===== config.mk =====
export PLATFORM = sky130hd
export DESIGN_NAME = command_source_mode_arbiter
export DESIGN_NICKNAME = d
export VERILOG_FILES = /design/src/rtl/csma_pkg.sv /design/src/rtl/csma_cov_qual.sv /design/src/rtl/csma_mode_sel.sv /design/src/rtl/command_source_mode_arbiter.sv
export SDC_FILE = /design/constraint.sdc
export NUM_CORES = 1
export LEC_CHECK = 0
export BUFFER_PORTS_ARGS = -buffer_cell sky130_fd_sc_hd__buf_4
export CORE_MARGIN = 5
export CORE_UTILIZATION = 43
export CTS_CLUSTER_SIZE = 25
export DETAILED_ROUTE_END_ITERATION = 8
export PLACE_DENSITY = 0.6
export RECOVER_POWER = 50
export SLEW_MARGIN = 20
export SYNTH_ARGS = -nofsm -noshare
export SYNTH_HDL_FRONTEND = slang
export SYNTH_SLANG_ARGS = --single-unit
export TNS_END_PERCENT = 10

===== constraint.sdc =====
create_clock -name clk -period 10.2 [get_ports clk]
set_input_delay 2.04 -clock clk [delete_from_list [all_inputs] [get_ports clk]]
set_output_delay 2.04 -clock clk [all_outputs]
set_load 0.005 [all_outputs]

===== src/rtl/csma_pkg.sv =====
// shared types and constants of the command source mode arbiter
`default_nettype none

package csma_pkg;

  localparam int FIELD_W = 16;
  localparam int CFG_IDX_W = 3;
  localparam int CFG_DATA_W = 16;

  // event kinds on the input channel
  localparam logic [2:0] OP_TICK = 3'd0;
  localparam logic [2:0] OP_TWIST = 3'd1;
  localparam logic [2:0] OP_HELM = 3'd2;
  localparam logic [2:0] OP_COURSE = 3'd3;
  localparam logic [2:0] OP_WRENCH = 3'd4;
  localparam logic [2:0] OP_ODOM = 3'd5;

  // command kinds held in the recency list
  typedef logic [1:0] kind_t;
  localparam kind_t KIND_TWIST = 2'd0;
  localparam kind_t KIND_HELM = 2'd1;
  localparam kind_t KIND_COURSE = 2'd2;
  localparam kind_t KIND_WRENCH = 2'd3;

  // newest first
  typedef kind_t [3:0] order_t;

  // drive modes
  localparam logic [2:0] MODE_NONE = 3'd0;
  localparam logic [2:0] MODE_TWIST = 3'd1;
  localparam logic [2:0] MODE_TWIST_LIN = 3'd2;
  localparam logic [2:0] MODE_COURSE = 3'd3;
  localparam logic [2:0] MODE_HELM = 3'd4;
  localparam logic [2:0] MODE_WRENCH = 3'd5;

  // register indexes
  localparam logic [CFG_IDX_W-1:0] REG_HEADING_TIMEOUT = 3'd0;
  localparam logic [CFG_IDX_W-1:0] REG_VELOCITY_TIMEOUT = 3'd1;
  localparam logic [CFG_IDX_W-1:0] REG_VELOCITY_COV_LIMIT = 3'd2;
  localparam logic [CFG_IDX_W-1:0] REG_HEADING_COV_LIMIT = 3'd3;
  localparam logic [CFG_IDX_W-1:0] REG_DRIVE_ENABLE = 3'd4;

  // register reset values
  localparam logic [FIELD_W-1:0] HEADING_TIMEOUT_RST = 16'd10;
  localparam logic [FIELD_W-1:0] VELOCITY_TIMEOUT_RST = 16'd10;
  localparam logic [FIELD_W-1:0] VELOCITY_COV_LIMIT_RST = 16'd72;
  localparam logic [FIELD_W-1:0] HEADING_COV_LIMIT_RST = 16'd256;

  typedef struct packed {
    logic [2:0]         op;
    logic [FIELD_W-1:0] vel_cov_x;
    logic [FIELD_W-1:0] vel_cov_y;
    logic [FIELD_W-1:0] yaw_pose_cov;
    logic [FIELD_W-1:0] yaw_rate_cov;
  } in_beat_t;

  typedef struct packed {
    logic [2:0] mode;
    logic       heading_timed_out;
    logic       velocity_timed_out;
    logic       zero_drive;
    logic       publish_drive;
  } out_beat_t;

  // what the mode selector needs to see
  typedef struct packed {
    order_t     order;
    logic [3:0] seen;
    logic       hto;
    logic       vto;
  } sel_in_t;

endpackage

`default_nettype wire


===== src/rtl/csma_cov_qual.sv =====
// covariance pair check against a limit, saturated to the datapath width
`default_nettype none

module csma_cov_qual #(
  parameter int COV_WIDTH = 16
) (
  input  wire logic [csma_pkg::FIELD_W-1:0] cov_a,
  input  wire logic [csma_pkg::FIELD_W-1:0] cov_b,
  input  wire logic [csma_pkg::FIELD_W-1:0] limit,
  output logic                              ok
);

  logic [COV_WIDTH-1:0] a_sat;
  logic [COV_WIDTH-1:0] b_sat;
  logic [COV_WIDTH-1:0] lim_sat;

  generate
    if (COV_WIDTH >= csma_pkg::FIELD_W) begin : g_wide
      assign a_sat = COV_WIDTH'(cov_a);
      assign b_sat = COV_WIDTH'(cov_b);
      assign lim_sat = COV_WIDTH'(limit);
    end else begin : g_narrow
      // clamp anything above the narrow range to its top value
      assign a_sat = (|cov_a[csma_pkg::FIELD_W-1:COV_WIDTH]) ? '1 : cov_a[COV_WIDTH-1:0];
      assign b_sat = (|cov_b[csma_pkg::FIELD_W-1:COV_WIDTH]) ? '1 : cov_b[COV_WIDTH-1:0];
      assign lim_sat = (|limit[csma_pkg::FIELD_W-1:COV_WIDTH]) ? '1 : limit[COV_WIDTH-1:0];
    end
  endgenerate

  // strictly below, equal does not qualify
  assign ok = (a_sat < lim_sat) && (b_sat < lim_sat);

endmodule

`default_nettype wire


===== src/rtl/csma_mode_sel.sv =====
// picks the drive mode from the newest eligible command
`default_nettype none

module csma_mode_sel (
  input  wire csma_pkg::sel_in_t sel,
  output logic [2:0]             mode
);

  logic [3:0] eligible;

  always_comb begin
    eligible = 4'b0;
    eligible[csma_pkg::KIND_WRENCH] = 1'b1;
    eligible[csma_pkg::KIND_TWIST] = !sel.hto;
    eligible[csma_pkg::KIND_HELM] = !sel.hto;
    eligible[csma_pkg::KIND_COURSE] = !sel.hto && !sel.vto;
    eligible = eligible & sel.seen;
  end

  // walk oldest to newest so the newest hit is left standing
  always_comb begin
    mode = csma_pkg::MODE_NONE;
    for (int i = 3; i >= 0; i--) begin
      if (eligible[sel.order[i]]) begin
        case (sel.order[i])
          csma_pkg::KIND_TWIST:  mode = sel.vto ? csma_pkg::MODE_TWIST_LIN : csma_pkg::MODE_TWIST;
          csma_pkg::KIND_HELM:   mode = csma_pkg::MODE_HELM;
          csma_pkg::KIND_COURSE: mode = csma_pkg::MODE_COURSE;
          default:               mode = csma_pkg::MODE_WRENCH;
        endcase
      end
    end
  end

endmodule

`default_nettype wire


===== src/rtl/command_source_mode_arbiter.sv =====
// top level of the command source mode arbiter
// Takes one event beat per clock while in_stall is low: a control tick, a
// twist, helm, course or wrench command, or an odometry report. Every event
// is retired in a single pass from the input register, so the block sustains
// one beat per cycle unless a stalled tick is held there. A tick's result
// beat is registered in the input register and then in the output register
// before it can be taken. Only ticks produce a result beat
// (mode, timeout flags, zero and publish flags); all other events just update
// the sensor ages or the command recency list. When the output register is
// full and stalled, a waiting tick holds in the input register and in_stall
// rises; command and odometry beats keep retiring regardless. Both sensor
// ages come out of reset saturated, so both sensors start timed out, and no
// command has been seen, so the first ticks report mode none. Registers may
// be written at any cycle the block is idle and take effect on the next beat.
`default_nettype none

module command_source_mode_arbiter #(
  parameter int AGE_WIDTH = 16,
  parameter int COV_WIDTH = 16
) (
  input  wire logic                                clk,
  input  wire logic                                rst,
  input  wire logic                                in_valid,
  output logic                                     in_stall,
  input  wire csma_pkg::in_beat_t                  in_data,
  output logic                                     out_valid,
  input  wire logic                                out_stall,
  output csma_pkg::out_beat_t                      out_data,
  input  wire logic                                cfg_we,
  input  wire logic [csma_pkg::CFG_IDX_W-1:0]      cfg_index,
  input  wire logic [csma_pkg::CFG_DATA_W-1:0]     cfg_data
);

  // compare width for age against a 16 bit timeout
  localparam int CMP_W = (AGE_WIDTH > csma_pkg::FIELD_W) ? AGE_WIDTH : csma_pkg::FIELD_W;

  // configuration registers
  logic [csma_pkg::FIELD_W-1:0] heading_timeout;
  logic [csma_pkg::FIELD_W-1:0] velocity_timeout;
  logic [csma_pkg::FIELD_W-1:0] velocity_cov_limit;
  logic [csma_pkg::FIELD_W-1:0] heading_cov_limit;
  logic                         drive_enable;

  // input register
  logic               s1_valid;
  csma_pkg::in_beat_t s1;

  // arbiter state
  logic [AGE_WIDTH-1:0] heading_age;
  logic [AGE_WIDTH-1:0] velocity_age;
  logic [AGE_WIDTH-1:0] heading_age_next;
  logic [AGE_WIDTH-1:0] velocity_age_next;
  csma_pkg::order_t     order;
  csma_pkg::order_t     order_next;
  logic [3:0]           seen;
  logic [3:0]           seen_next;

  logic                 s1_tick;
  logic                 s1_go;
  logic                 proc;
  logic                 vel_ok;
  logic                 head_ok;
  logic                 hto;
  logic                 vto;
  logic [AGE_WIDTH-1:0] heading_inc;
  logic [AGE_WIDTH-1:0] velocity_inc;
  csma_pkg::kind_t      cmd_kind;
  logic                 is_cmd;
  logic [1:0]           hit_pos;
  csma_pkg::sel_in_t    sel;
  logic [2:0]           mode;
  csma_pkg::out_beat_t  result;

  // ---------------------------------------------------------------------
  // configuration writes, out of range indexes ignored
  always_ff @(posedge clk) begin
    if (rst) begin
      heading_timeout <= csma_pkg::HEADING_TIMEOUT_RST;
      velocity_timeout <= csma_pkg::VELOCITY_TIMEOUT_RST;
      velocity_cov_limit <= csma_pkg::VELOCITY_COV_LIMIT_RST;
      heading_cov_limit <= csma_pkg::HEADING_COV_LIMIT_RST;
      drive_enable <= 1'b1;
    end else if (cfg_we) begin
      unique case (cfg_index)
        csma_pkg::REG_HEADING_TIMEOUT:    heading_timeout <= cfg_data;
        csma_pkg::REG_VELOCITY_TIMEOUT:   velocity_timeout <= cfg_data;
        csma_pkg::REG_VELOCITY_COV_LIMIT: velocity_cov_limit <= cfg_data;
        csma_pkg::REG_HEADING_COV_LIMIT:  heading_cov_limit <= cfg_data;
        csma_pkg::REG_DRIVE_ENABLE:       drive_enable <= cfg_data[0];
        default: ;
      endcase
    end
  end

  // ---------------------------------------------------------------------
  // flow control: only a tick needs room in the output register
  assign s1_tick = (s1.op == csma_pkg::OP_TICK);
  assign s1_go = !(s1_tick && out_valid && out_stall);
  assign proc = s1_valid && s1_go;
  assign in_stall = s1_valid && !s1_go;

  always_ff @(posedge clk) begin
    if (rst) begin
      s1_valid <= 1'b0;
    end else if (!in_stall) begin
      s1_valid <= in_valid;
    end
  end

  always_ff @(posedge clk) begin
    if (in_valid && !in_stall) begin
      s1 <= in_data;
    end
  end

  // ---------------------------------------------------------------------
  // odometry qualification
  csma_cov_qual #(
    .COV_WIDTH(COV_WIDTH)
  ) u_vel_qual (
    .cov_a(s1.vel_cov_x),
    .cov_b(s1.vel_cov_y),
    .limit(velocity_cov_limit),
    .ok   (vel_ok)
  );

  csma_cov_qual #(
    .COV_WIDTH(COV_WIDTH)
  ) u_head_qual (
    .cov_a(s1.yaw_pose_cov),
    .cov_b(s1.yaw_rate_cov),
    .limit(heading_cov_limit),
    .ok   (head_ok)
  );

  // saturating age step
  assign heading_inc = (&heading_age) ? heading_age : heading_age + AGE_WIDTH'(1);
  assign velocity_inc = (&velocity_age) ? velocity_age : velocity_age + AGE_WIDTH'(1);

  // timeouts see the stepped ages
  assign hto = CMP_W'(heading_inc) > CMP_W'(heading_timeout);
  assign vto = CMP_W'(velocity_inc) > CMP_W'(velocity_timeout);

  always_comb begin
    heading_age_next = heading_age;
    velocity_age_next = velocity_age;
    if (proc && s1_tick) begin
      heading_age_next = heading_inc;
      velocity_age_next = velocity_inc;
    end else if (proc && s1.op == csma_pkg::OP_ODOM) begin
      if (head_ok) heading_age_next = '0;
      if (vel_ok) velocity_age_next = '0;
    end
  end

  // ---------------------------------------------------------------------
  // command recency list: move the new kind to the front
  always_comb begin
    is_cmd = 1'b0;
    cmd_kind = csma_pkg::KIND_TWIST;
    case (s1.op) inside
      csma_pkg::OP_TWIST, csma_pkg::OP_HELM, csma_pkg::OP_COURSE, csma_pkg::OP_WRENCH: begin
        is_cmd = 1'b1;
        cmd_kind = 2'(s1.op - csma_pkg::OP_TWIST);
      end
      default: ;
    endcase
  end

  always_comb begin
    hit_pos = 2'd3;
    for (int i = 3; i >= 0; i--) begin
      if (order[i] == cmd_kind) hit_pos = 2'(i);
    end
  end

  always_comb begin
    order_next = order;
    seen_next = seen;
    if (proc && is_cmd) begin
      for (int i = 1; i < 4; i++) begin
        if (2'(i) <= hit_pos) order_next[i] = order[i-1];
      end
      order_next[0] = cmd_kind;
      seen_next[cmd_kind] = 1'b1;
    end
  end

  always_ff @(posedge clk) begin
    if (rst) begin
      heading_age <= '1;
      velocity_age <= '1;
      order <= {csma_pkg::KIND_WRENCH, csma_pkg::KIND_COURSE,
                csma_pkg::KIND_HELM, csma_pkg::KIND_TWIST};
      seen <= 4'b0;
    end else begin
      heading_age <= heading_age_next;
      velocity_age <= velocity_age_next;
      order <= order_next;
      seen <= seen_next;
    end
  end

  // ---------------------------------------------------------------------
  // mode selection on a tick
  assign sel.order = order;
  assign sel.seen = seen;
  assign sel.hto = hto;
  assign sel.vto = vto;

  csma_mode_sel u_mode_sel (
    .sel (sel),
    .mode(mode)
  );

  assign result.mode = mode;
  assign result.heading_timed_out = hto;
  assign result.velocity_timed_out = vto;
  assign result.zero_drive = (mode == csma_pkg::MODE_NONE);
  assign result.publish_drive = drive_enable && (mode != csma_pkg::MODE_NONE);

  // ---------------------------------------------------------------------
  // output register, one result beat per tick
  always_ff @(posedge clk) begin
    if (rst) begin
      out_valid <= 1'b0;
    end else begin
      if (out_valid && !out_stall) out_valid <= 1'b0;
      if (proc && s1_tick) out_valid <= 1'b1;
    end
  end

  always_ff @(posedge clk) begin
    if (proc && s1_tick) begin
      out_data <= result;
    end
  end

endmodule

`default_nettype wire

==> summary.txt <==
Timing
  • Pins Over Slew Limit: 173
  • Setup TNS: 0 ns
  • Slew at the pin closest to its max-slew limit: 4.759 ns
  • Worst setup margin: around 4.5 ns
  • Tcrit/Tclk final: approximately 56%
  • Clock Skew: around 0.014 ns
  • Slew HR: -217.3%
  • Setup violators final: 0
  • Hold slack: approximately 0.46 ns
  • Minimum clock period: about 5.7 ns
  • FMAX: 0.1742 GHz
  • RSZ-0062 raised after global routing: no
  • Final hold vios: 0

Layout
  • Most common cell after layout, fill and taps aside: nand2_1
  • Final Net Count: roughly 1300
  • Layout cells sized above 1: roughly 13%
  • Diodes inserted: 0
  • Area grow syn2layout: 15.59%
  • Commonest non-fill, non-tap cells in the layout: nand2_1, a21oi_1, dfxtp_1, ha_1, inv_1
  • # fillers: slightly above 2000
  • Fin util: about half

Global routing
  • Vias in the first global route: roughly 7300
  • First-pass GRT wire length: between 30000 and 40000 um
  • Largest net degree at the start of global routing: roughly 110
  • Total track usage: between 10% and 20%
  • Grt total ovfl: 0
  • Antenna violations before repair: 0

CTS
  • Total CTS buffers: 17
  • H-tree Lvls: 4
  • Clk slew on worst S/H paths: approximately 0.06 ns
  • Number of post-CTS setup repair buffers: 0
  • Number of hold buffers added after cts: 0
  • Worst skew pair latency: 0.43 ns
  • CTS tree: yes
  • CTS max path bufs: 2
  • Post-CTS Resized: 0
  • Clk sinks: approximately 190
  • CTS Root Buffer Type: clkbuf_16

Setup path
  • Max incr delay on CP: approximately 3.4 ns
  • CP cell instances: clkbuf_1 > clkbuf_1 > a221o_1
  • Endpoint type of the worst setup path: register
  • Worst path arrival time: ~6.1 ns
  • Crit Path Class: input port to register
  • Most frequent CP cell: clkbuf_1
  • CP max FO: 104
  • Crit start category: input port
  • R2R setup slack: 4.84 ns
  • Req. time, crit path: around 11 ns
  • Cell at the slowest stage of the critical path: clkbuf_1

Routing
  • Routed Antenna Nets: 0
  • Vias per inst: ~5.2
  • DR DRC count: 0
  • Initial DRC Count: between 400 and 500
  • First-pass DRT Iterations: 5
  • Final wirelength: between 20000 and 25000 um
  • DR vias: roughly 7500
  • WL/cell: ~15 um

Min path
  • Hold WC Path Type: register to register

Synth
  • Synth top area share: 22.69%
  • Unique masters post-synth: 69
  • Sequential element share of the synthesized area: around 45%
  • Async S/R FF share, synth: 0%
  • Flops & latches, synth: 185
  • Mapped Area: 9793 sq um
  • Synth area leaders: dfxtp_1, edfxtp_1, ha_1
  • Synthesized area per cell: ~9.3 sq um
  • Post-Synthesis Cells: 1058
  • Yosys warning count: 0
  • Largest area contributor in the netlist: dfxtp_1
  • Most used DFF post-synth: dfxtp_1
  • Net Count, Synth: between 1000 and 1500
  • Post-synth EDFFs: 74

Floorplanning
  • # rows: 55
  • Die footprint: 25890 sq um
  • Core box area: approximately 23000 sq um
  • I/O pin count: 100
  • Die height: around 160 um
  • Initial Util: a little over two fifths
  • Die width: 160.9 um

Outcome
  • Run status: finished, violations left
  • Failing checks: max-capacitance violations, max-slew violations

Run
  • Max cap viols: 2

Power and ir drop
  • Leak pwr: approximately 4.6 nW
  • Max VDD drop: approximately 0.00012 V
  • Pwr dens: roughly 160 nW/um^2

Placed design
  • Hpwl dp: around 16000 um
  • Place WS: 4.834 ns
  • I/O Buffers: 99
  • Placer Congestion: roughly 0.86
registers in the layout, indices dropped and copies added, names as in the netlist, 4 cells and up:
register	cells
out_data	7
seen	4
velocity_age	16
heading_age	16
order	8
heading_cov_limit	16
s1	67
velocity_cov_limit	16
velocity_timeout	16
heading_timeout	16
worst paths after layout:
check | depth (start not counted) | start | to
max | 3 | rst | heading_age[9]$_SDFFE_PP1P_
min | 2 | heading_timeout[9]$_SDFFE_PP0P_ | heading_timeout[9]$_SDFFE_PP0P_
max reg2reg | 17 | velocity_age[2]$_SDFFE_PP1P_ | out_data[0]$_DFFE_PP_
min reg2reg | 2 | heading_timeout[9]$_SDFFE_PP0P_ | heading_timeout[9]$_SDFFE_PP0P_
stage by stage:
step / cells / power [mW] / instance area (sq um)
2_1_floorplan: 1058 / 1.029 / 9793
3_3_place_gp: 1402 / 1.111 / 10730
3_5_place_dp: 1402 / 1.118 / 10730
4_1_cts: 1434 / 1.793 / 11330
5_1_grt: 1434 / 1.869 / 11320
6_report: 1434 / 1.776 / 11320
per-layer routing:
metal / wire length, um / up-vias / track usage [%]
met5: 0 / - / 0
met4: 172 / 0 / 3.645
met3: 964 / 15 / 3.721
met2: 10270 / 137 / 27.94
met1: 10690 / 3486 / 24.25
li1: - / 3872 / -
worst max-delay path: cells and delay by family:
family	cells	cell delay, ns
AOI/OAI and AO/OA	1	0.36
buffers and inverters	2	3.65
report_power, final:
group	leakage, nW	switching [mW]	internal (mW)
registers	1.62	0.0167	0.798
logic	2.68	0.161	0.126
clock network	0.293	0.299	0.375
total	4.59	0.477	1.30
cells by family (layout without fill, tap and decap cells):
logic type / after synthesis / after routing / share of synthesized area, %
and+or+nand+nor: 366 / 366 / 17.52
AOI/OAI and AO/OA: 242 / 242 / 15.50
DFF: 185 / 185 / 45.38
buffers and inverters: 126 / 217 / 5.200
adders and majority gates: 98 / 98 / 12.52
xor gates and xnor gates: 27 / 27 / 2.415
muxes: 14 / 14 / 1.469
Yosys cell counts (all sizes together), types with 5 or more instances:
library cell	n
nor4	6
nor3	15
a31oi	6
edfxtp	74
nand2	181
o21ai	42
xor2	14
clkbuf	41
inv	80
a21oi	115
a221o	6
dfxtp	111
a21o	22
ha	98
nand3b	10
o31ai	5
nor2	61
nor2b	16
mux2i	11
nand4	21
nand2b	9
nand3	17
a211o	13
and3	10
xnor2	13
final cells by class:
cell class	count	area, sq um	share of cell area (%)
well taps	285	356.6	3.150
inverters	81	304.0	2.686
multi-input cells	747	4847	42.82
clock inverters	13	158.9	1.404
flip-flops and latches	185	4444	39.26
repair buffers	104	765.7	6.765
clock buffers	19	442.9	3.913
Power figures use the tool's default switching activity.
